==> src/sv/slbs_pkg.sv <==
// Shared types and field widths for the side-limited box suppression block.
package slbs_pkg;

   localparam int unsigned COORD_W = 14;
   localparam int unsigned SCORE_W = 16;
   localparam int unsigned BOUND_W = 10;
   localparam int unsigned CORNER_W = 16;
   localparam int unsigned AREA_W = 2 * COORD_W;
   localparam int unsigned UNION_W = AREA_W + 1;
   localparam int unsigned PROD_W = SCORE_W + UNION_W;

   localparam int unsigned REQ_DATA_W = 4 * COORD_W + SCORE_W;
   localparam int unsigned RSP_DATA_W = 4 * CORNER_W;
   localparam int unsigned RSP_USER_W = 2;
   localparam int unsigned CSR_INDEX_W = 2;
   localparam int unsigned CSR_DATA_W = 16;

   localparam logic [CSR_INDEX_W-1:0] CSR_CONF_THRESHOLD = 2'd0;
   localparam logic [CSR_INDEX_W-1:0] CSR_IOU_THRESHOLD = 2'd1;
   localparam logic [CSR_INDEX_W-1:0] CSR_SIDE_BOUNDARY = 2'd2;

   typedef logic signed [CORNER_W-1:0] corner_type;

   typedef struct packed {
      corner_type bottom;
      corner_type right;
      corner_type top;
      corner_type left;
   } box_type;

endpackage

==> src/sv/side_limited_box_suppression.sv <==
// Side-limited greedy box suppression: top level with its sequencer and shared multiplier.
//
// Candidates arrive score-sorted, one per request, and each produces exactly one response
// carrying the box corners, its side and whether it was kept; at most one box is kept per
// image half and the kept set clears after the request marked tlast. The response goes to
// the output register with no overlap test when none is needed (score at or below
// threshold, side already taken, or the other side empty). When the candidate must be
// tested against the box kept on the other side, the sequencer forms its own area, the
// other area and the intersection, and runs the full IoU test only if the two boxes
// overlap. A response held by rsp_tready low stalls the sequencer in its output state.
// The overlap test runs through a single 16 x 29 bit multiplier used up to four times in
// turn (own area, other area, intersection, threshold times union). A new request is
// taken once the sequencer is back in idle, while the previous response may still be
// waiting in the output register. Configuration writes are always taken (csr_ready is
// tied high) and must only be issued while the block is idle.
module side_limited_box_suppression (
   input  logic                              clock,
   input  logic                              reset,
   input  logic                              req_tvalid,
   output logic                              req_tready,
   // center_x[13:0], center_y[27:14], box_width[41:28], box_height[55:42], score[71:56]
   input  logic [slbs_pkg::REQ_DATA_W-1:0]   req_tdata,
   input  logic                              req_tlast,
   output logic                              rsp_tvalid,
   input  logic                              rsp_tready,
   // corner_left[15:0], corner_top[31:16], corner_right[47:32], corner_bottom[63:48]
   output logic [slbs_pkg::RSP_DATA_W-1:0]   rsp_tdata,
   // kept[0], side[1]
   output logic [slbs_pkg::RSP_USER_W-1:0]   rsp_tuser,
   output logic                              rsp_tlast,
   input  logic                              csr_valid,
   output logic                              csr_ready,
   input  logic [slbs_pkg::CSR_INDEX_W-1:0]  csr_index,
   input  logic [slbs_pkg::CSR_DATA_W-1:0]   csr_data
);
   import slbs_pkg::*;

   localparam logic [2:0] S_IDLE  = 3'd0;
   localparam logic [2:0] S_AREA  = 3'd1;
   localparam logic [2:0] S_OTHER = 3'd2;
   localparam logic [2:0] S_INTER = 3'd3;
   localparam logic [2:0] S_UNION = 3'd4;
   localparam logic [2:0] S_OUT   = 3'd5;

   logic [2:0]          state_ff, state_in;

   logic [SCORE_W-1:0]  conf_thr_ff, iou_thr_ff;
   logic [BOUND_W-1:0]  boundary_ff;

   box_type             left_box_ff, left_box_in, right_box_ff, right_box_in;
   logic                left_taken_ff, left_taken_in, right_taken_ff, right_taken_in;

   box_type             cand_ff, cand_in, other_ff, other_in;
   logic [COORD_W-1:0]  width_ff, width_in, height_ff, height_in;
   logic                side_ff, side_in, last_ff, last_in, keep_ff, keep_in;

   logic [AREA_W-1:0]   area_a_ff, area_a_in, area_b_ff, area_b_in, inter_ff, inter_in;

   logic                out_valid_ff, out_valid_in;
   box_type             out_box_ff, out_box_in;
   logic                out_kept_ff, out_kept_in, out_side_ff, out_side_in;
   logic                out_last_ff, out_last_in;

   // request fields
   logic [COORD_W-1:0]  in_cx, in_cy, in_w, in_h;
   logic [SCORE_W-1:0]  in_score;
   box_type             in_box;
   logic                in_side, in_cand, accept;

   // overlap window against the other side's box
   corner_type          win_l, win_t, win_r, win_b;
   logic signed [CORNER_W:0] win_w, win_h;
   logic [COORD_W-1:0]  oth_w, oth_h;
   logic [UNION_W-1:0]  union_area;

   // shared multiplier
   logic [SCORE_W-1:0]  mul_a;
   logic [UNION_W-1:0]  mul_b;
   logic [PROD_W-1:0]   mul_p;

   assign csr_ready = 1'b1;
   assign req_tready = (state_ff == S_IDLE);
   assign accept = req_tvalid && req_tready;

   assign in_cx    = req_tdata[COORD_W-1:0];
   assign in_cy    = req_tdata[2*COORD_W-1:COORD_W];
   assign in_w     = req_tdata[3*COORD_W-1:2*COORD_W];
   assign in_h     = req_tdata[4*COORD_W-1:3*COORD_W];
   assign in_score = req_tdata[REQ_DATA_W-1:4*COORD_W];

   always_comb begin
      in_box.left   = corner_type'({2'b00, in_cx}) - corner_type'({3'b000, in_w[COORD_W-1:1]});
      in_box.top    = corner_type'({2'b00, in_cy}) - corner_type'({3'b000, in_h[COORD_W-1:1]});
      in_box.right  = in_box.left + corner_type'({2'b00, in_w});
      in_box.bottom = in_box.top + corner_type'({2'b00, in_h});
      in_side = (in_cx[COORD_W-1:4] > boundary_ff);
      in_cand = (in_score > conf_thr_ff) && !(in_side ? right_taken_ff : left_taken_ff);
   end

   always_comb begin
      win_l = (cand_ff.left > other_ff.left) ? cand_ff.left : other_ff.left;
      win_t = (cand_ff.top > other_ff.top) ? cand_ff.top : other_ff.top;
      win_r = (cand_ff.right < other_ff.right) ? cand_ff.right : other_ff.right;
      win_b = (cand_ff.bottom < other_ff.bottom) ? cand_ff.bottom : other_ff.bottom;
      win_w = {win_r[CORNER_W-1], win_r} - {win_l[CORNER_W-1], win_l};
      win_h = {win_b[CORNER_W-1], win_b} - {win_t[CORNER_W-1], win_t};
      // a stored box spans its own width and height, which fit the coordinate width
      oth_w = COORD_W'(other_ff.right - other_ff.left);
      oth_h = COORD_W'(other_ff.bottom - other_ff.top);
      union_area = {1'b0, area_a_ff} + {1'b0, area_b_ff} - {1'b0, inter_ff};
   end

   always_comb begin
      case (state_ff)
         S_AREA: begin
            mul_a = {2'b00, width_ff};
            mul_b = {15'd0, height_ff};
         end
         S_OTHER: begin
            mul_a = {2'b00, oth_w};
            mul_b = {15'd0, oth_h};
         end
         S_INTER: begin
            mul_a = {2'b00, win_w[COORD_W-1:0]};
            mul_b = {15'd0, win_h[COORD_W-1:0]};
         end
         S_UNION: begin
            mul_a = iou_thr_ff;
            mul_b = union_area;
         end
         default: begin
            mul_a = '0;
            mul_b = '0;
         end
      endcase
      mul_p = PROD_W'(mul_a) * PROD_W'(mul_b);
   end

   always_comb begin
      state_in       = state_ff;
      cand_in        = cand_ff;
      other_in       = other_ff;
      width_in       = width_ff;
      height_in      = height_ff;
      side_in        = side_ff;
      last_in        = last_ff;
      keep_in        = keep_ff;
      area_a_in      = area_a_ff;
      area_b_in      = area_b_ff;
      inter_in       = inter_ff;
      left_box_in    = left_box_ff;
      right_box_in   = right_box_ff;
      left_taken_in  = left_taken_ff;
      right_taken_in = right_taken_ff;
      out_valid_in   = out_valid_ff && !rsp_tready;
      out_box_in     = out_box_ff;
      out_kept_in    = out_kept_ff;
      out_side_in    = out_side_ff;
      out_last_in    = out_last_ff;

      case (state_ff)
         S_IDLE: begin
            if (accept) begin
               cand_in   = in_box;
               other_in  = in_side ? left_box_ff : right_box_ff;
               width_in  = in_w;
               height_in = in_h;
               side_in   = in_side;
               last_in   = req_tlast;
               keep_in   = in_cand;
               // only the opposite side can hold a box to test against
               if (in_cand && (in_side ? left_taken_ff : right_taken_ff)) begin
                  state_in = S_AREA;
               end else begin
                  state_in = S_OUT;
               end
            end
         end
         S_AREA: begin
            area_a_in = mul_p[AREA_W-1:0];
            state_in  = S_OTHER;
         end
         S_OTHER: begin
            area_b_in = mul_p[AREA_W-1:0];
            state_in  = S_INTER;
         end
         S_INTER: begin
            inter_in = mul_p[AREA_W-1:0];
            if ((win_w > 0) && (win_h > 0)) begin
               state_in = S_UNION;
            end else begin
               state_in = S_OUT;
            end
         end
         S_UNION: begin
            if (PROD_W'({inter_ff, 16'd0}) > mul_p) begin
               keep_in = 1'b0;
            end
            state_in = S_OUT;
         end
         S_OUT: begin
            if (!out_valid_ff || rsp_tready) begin
               out_valid_in = 1'b1;
               out_box_in   = cand_ff;
               out_kept_in  = keep_ff;
               out_side_in  = side_ff;
               out_last_in  = last_ff;
               if (keep_ff) begin
                  if (side_ff) begin
                     right_box_in   = cand_ff;
                     right_taken_in = 1'b1;
                  end else begin
                     left_box_in   = cand_ff;
                     left_taken_in = 1'b1;
                  end
               end
               if (last_ff) begin
                  left_box_in    = '0;
                  right_box_in   = '0;
                  left_taken_in  = 1'b0;
                  right_taken_in = 1'b0;
               end
               state_in = S_IDLE;
            end
         end
         default: begin
            state_in = S_IDLE;
         end
      endcase
   end

   always_ff @(posedge clock) begin
      if (reset) begin
         state_ff       <= S_IDLE;
         conf_thr_ff    <= 16'd32768;
         iou_thr_ff     <= 16'd29491;
         boundary_ff    <= 10'd320;
         left_taken_ff  <= 1'b0;
         right_taken_ff <= 1'b0;
         left_box_ff    <= '0;
         right_box_ff   <= '0;
         out_valid_ff   <= 1'b0;
      end else begin
         state_ff       <= state_in;
         left_taken_ff  <= left_taken_in;
         right_taken_ff <= right_taken_in;
         left_box_ff    <= left_box_in;
         right_box_ff   <= right_box_in;
         out_valid_ff   <= out_valid_in;
         if (csr_valid && csr_ready) begin
            case (csr_index)
               CSR_CONF_THRESHOLD: conf_thr_ff <= csr_data;
               CSR_IOU_THRESHOLD:  iou_thr_ff  <= csr_data;
               CSR_SIDE_BOUNDARY:  boundary_ff <= csr_data[BOUND_W-1:0];
               default: ;
            endcase
         end
      end
   end

   always_ff @(posedge clock) begin
      cand_ff     <= cand_in;
      other_ff    <= other_in;
      width_ff    <= width_in;
      height_ff   <= height_in;
      side_ff     <= side_in;
      last_ff     <= last_in;
      keep_ff     <= keep_in;
      area_a_ff   <= area_a_in;
      area_b_ff   <= area_b_in;
      inter_ff    <= inter_in;
      out_box_ff  <= out_box_in;
      out_kept_ff <= out_kept_in;
      out_side_ff <= out_side_in;
      out_last_ff <= out_last_in;
   end

   assign rsp_tvalid = out_valid_ff;
   assign rsp_tdata  = out_box_ff;
   assign rsp_tuser  = {out_side_ff, out_kept_ff};
   assign rsp_tlast  = out_last_ff;

endmodule
==> config.mk <==
export PLATFORM = sky130hd
export DESIGN_NAME = side_limited_box_suppression
export DESIGN_NICKNAME = d
export VERILOG_FILES = /design/src/sv/slbs_pkg.sv /design/src/sv/side_limited_box_suppression.sv
export SDC_FILE = /design/constraint.sdc
export NUM_CORES = 2
export LEC_CHECK = 0
export BUFFER_PORTS_ARGS = -buffer_cell sky130_fd_sc_hd__buf_4
export CORE_MARGIN = 4
export CORE_UTILIZATION = 53
export DETAILED_ROUTE_END_ITERATION = 8
export PLACE_DENSITY_LB_ADDON = 0.25
export SYNTH_ARGS = -nofsm -noshare
export SYNTH_HDL_FRONTEND = slang
export SYNTH_SLANG_ARGS = --single-unit
==> constraint.sdc <==
create_clock -name clock -period 24.9 [get_ports clock]
set_input_delay 4.98 -clock clock [delete_from_list [all_inputs] [get_ports clock]]
set_output_delay 4.98 -clock clock [all_outputs]
set_load 0.03 [all_outputs]
==> reports/qor.yml <==
critical_path:
  startpoint_type: "flop"
  rr_worst_depth: 48
  critPathMostFrequentCell: "fa_1"
  critPathRequiredTime_ns: 25.25
  crit_fanout: 24
  crit_slowest_cell: "a21oi_2"
  slowest_delay_ns: 0.97
  worst-endpoint-arrival_ns: 14.56
  cp-end-kind: "flop"
  crit_type: "reg -> reg"
worst_hold_path:
  hold_class: "reg -> reg"
  worstHoldPathCells: 2
synthesis:
  synth_common_cells: "inv_1 (673), nand2_1 (486), fa_1 (412)"
  synth.top_cell.area_share_pct: 21.9
  synth_edf_count: 304
  ys_warn_count: 0
  yosys-top-cells-area: "edfxtp_1 (22%), fa_1 (20%), ha_1 (11%)"
  synth_fp_nets: 5115
  yosys_register_bits: 476
  synthArstFlopShare_pct: 0
  syn_avg_cell_area_sq_um: 9.84
  synthFlopType: "edfxtp_1"
  yosysMostFrequentCell: "inv_1"
  synth_cell_types: 81
  synthesis.area_sq_um: 41700
  synth_top_area_cell: "edfxtp_1"
  synth.yosys.seq_area_share_pct: 30.2
  syn_inst: 4235
cts:
  cts_setup_buffers: 0
  root_buffer: "clkbuf_16"
  numCtsBuffers: 49
  cts.htree.levels: 2
  ctsResizeCount: 0
  insertion_delay_ns: 0.61
  clock_path_buffers: 3
  cts-hold-fix-buffers: 0
  numClockSinks: 476
  clkTransAtPathRegs_ns: 0.06
  cts_tree: "yes"
floorplan:
  die_area_sq_um: 83200
  die_y_um: 288
  fp-row-count: 102
  die_w_um: 288
  ios: 166
  start_util_pct: 53.6
  core_area_sq_um: 77700
detailed_routing:
  vias_per_cell: 5.76
  vias: 31275
  routed_wl_um: 116000
  detail-route-antenna-nets: 0
  drtPass1Iterations: 5
  drc: 0
  drt_iter0_markers: 2575
  post_drt_wl_per_cell_um: 21.4
global_routing:
  antenna_found_initial: 1
  grt_max_degree: 88
  track_usage_pct: 28.1
  grt_pass1_wl_um: 182000
  grt_overflow: 0
  grt_pass1_vias: 31767
timing:
  max_slew.worst_pin.slew_ns: 1.24
  rsz0062_at_grt: "no"
  tns_ns: 0
  min_period_over_period_pct: 57.1
  finalMaxSlewViolations: 0
  skew_ns: 0.0273
  clock.fmax_mhz: 70.4
  maxSlewHeadroom_pct: 17.6
  hold_viol: 0
  setup_viol: 0
  layout_min_cycle_time_ns: 14.21
final_layout:
  drive_gt1_share_pct: 10.4
  fin_nets: 5229
  synthToLayoutAreaGrowth_pct: 10.2
place:
  gp_congestion: 1.02
  dp_hpwl_um: 87600
  numPortBuffers: 164
job:
  maxCapViolations: 0
outcome:
  status: "finished clean"
==> cell usage in the layout (no fill, tap or decap), types with 9 or more instances in the layout <==
cell and count:
edfxtp_1 304, a31oi_1 20, nor2b_1 58, xnor2_1 95, xor2_1 60, o21ai_1 9
nand3_1 55, fa_1 412, a211oi_1 36, o21bai_1 17, ha_1 372, clkbuf_16 49
o211ai_1 23, dfxtp_1 171, nand3b_1 18, nand2b_1 25, nor2_1 233, or3_1 16
and2_1 93, and3_1 30, inv_1 672, a22oi_1 130, mux2i_1 52, nor3_1 43
a31o_2 9, nand4_1 26, o21a_1 27, a21o_1 74, mux2_2 100, o21ai_0 82
nand2_1 485, a21oi_1 161, clkbuf_1 9, buf_4 221
==> cells by family after synthesis <==
family	count (synthesis)	synth area share, %
DFF	476	30.2
other	1	0.00900
AOI/OAI and AO/OA	703	11.5
buffers and inverters	831	7.55
adders and majority gates	784	31.0
muxes	153	3.98
xor gates and xnor gates	157	3.34
and+or+nand+nor	1130	12.5
==> critical path: cells and delay by family (launching register included) <==
| kind | cells | cell delay, ns |
|---|---|---|
| AOI/OAI and AO/OA | 25 | 7.35 |
| xor gates and xnor gates | 2 | 0.46 |
| adders and majority gates | 10 | 4.14 |
| buffers and inverters | 3 | 0.25 |
| DFF | 1 | 0.41 |
| muxes | 1 | 0.43 |
| and+or+nand+nor | 7 | 0.91 |
==> final timing paths <==
check | slack (ns) | from | to
max | 10.69 | other_ff[1] | keep_ff
min reg2reg | 0.45 | conf_thr_ff[3] | conf_thr_ff[3]
min | 0.45 | conf_thr_ff[3] | conf_thr_ff[3]
max reg2reg | 10.69 | other_ff[1] | keep_ff
==> state kept, by name (all words and copies together), names as in the netlist, 28 cells and up <==
name,flops
cand_ff,62
left_box_ff,62
other_ff,62
right_box_ff,62
rsp_tdata,62
area_a_ff,28
area_b_ff,28
inter_ff,28
==> metrics by stage <==
step	std cells	cell area, sq um	util (%)	setup WS [ns]	hold WS [ns]
after global placement	5338	44200	56.8	11.02	0.443
after CTS	5429	45900	59.1	10.80	0.457
after global routing	5429	45900	59.1	9.68	0.484
after floorplan	4235	41700	-	12.52	0.424
after detailed placement	5338	44200	56.8	10.83	0.449
final	5430	45900	59.1	10.69	0.454
==> area by class of cell <==
class,instances,area (sq um)
well taps,1040,1300
fillers,6627,31800
flip-flops and latches,476,12600
clock inverters,26,387
diodes,1,2.50
inverters,673,2530
repair buffers,221,1660
multi-input cells,2928,26100
clock buffers,65,1360
==> per-layer routing <==
metal / global-route usage, % / vias to the layer above / routed length, um
met5: 0 / - / 0
li1: - / 14450 / -
met4: 8.91 / 0 / 3790
met2: 46.1 / 1027 / 55300
met1: 39.2 / 15589 / 50000
met3: 3.50 / 209 / 6980
Power is not shown: default switching activity piles up to over one toggle a cycle in this logic, so the estimate is an artifact.
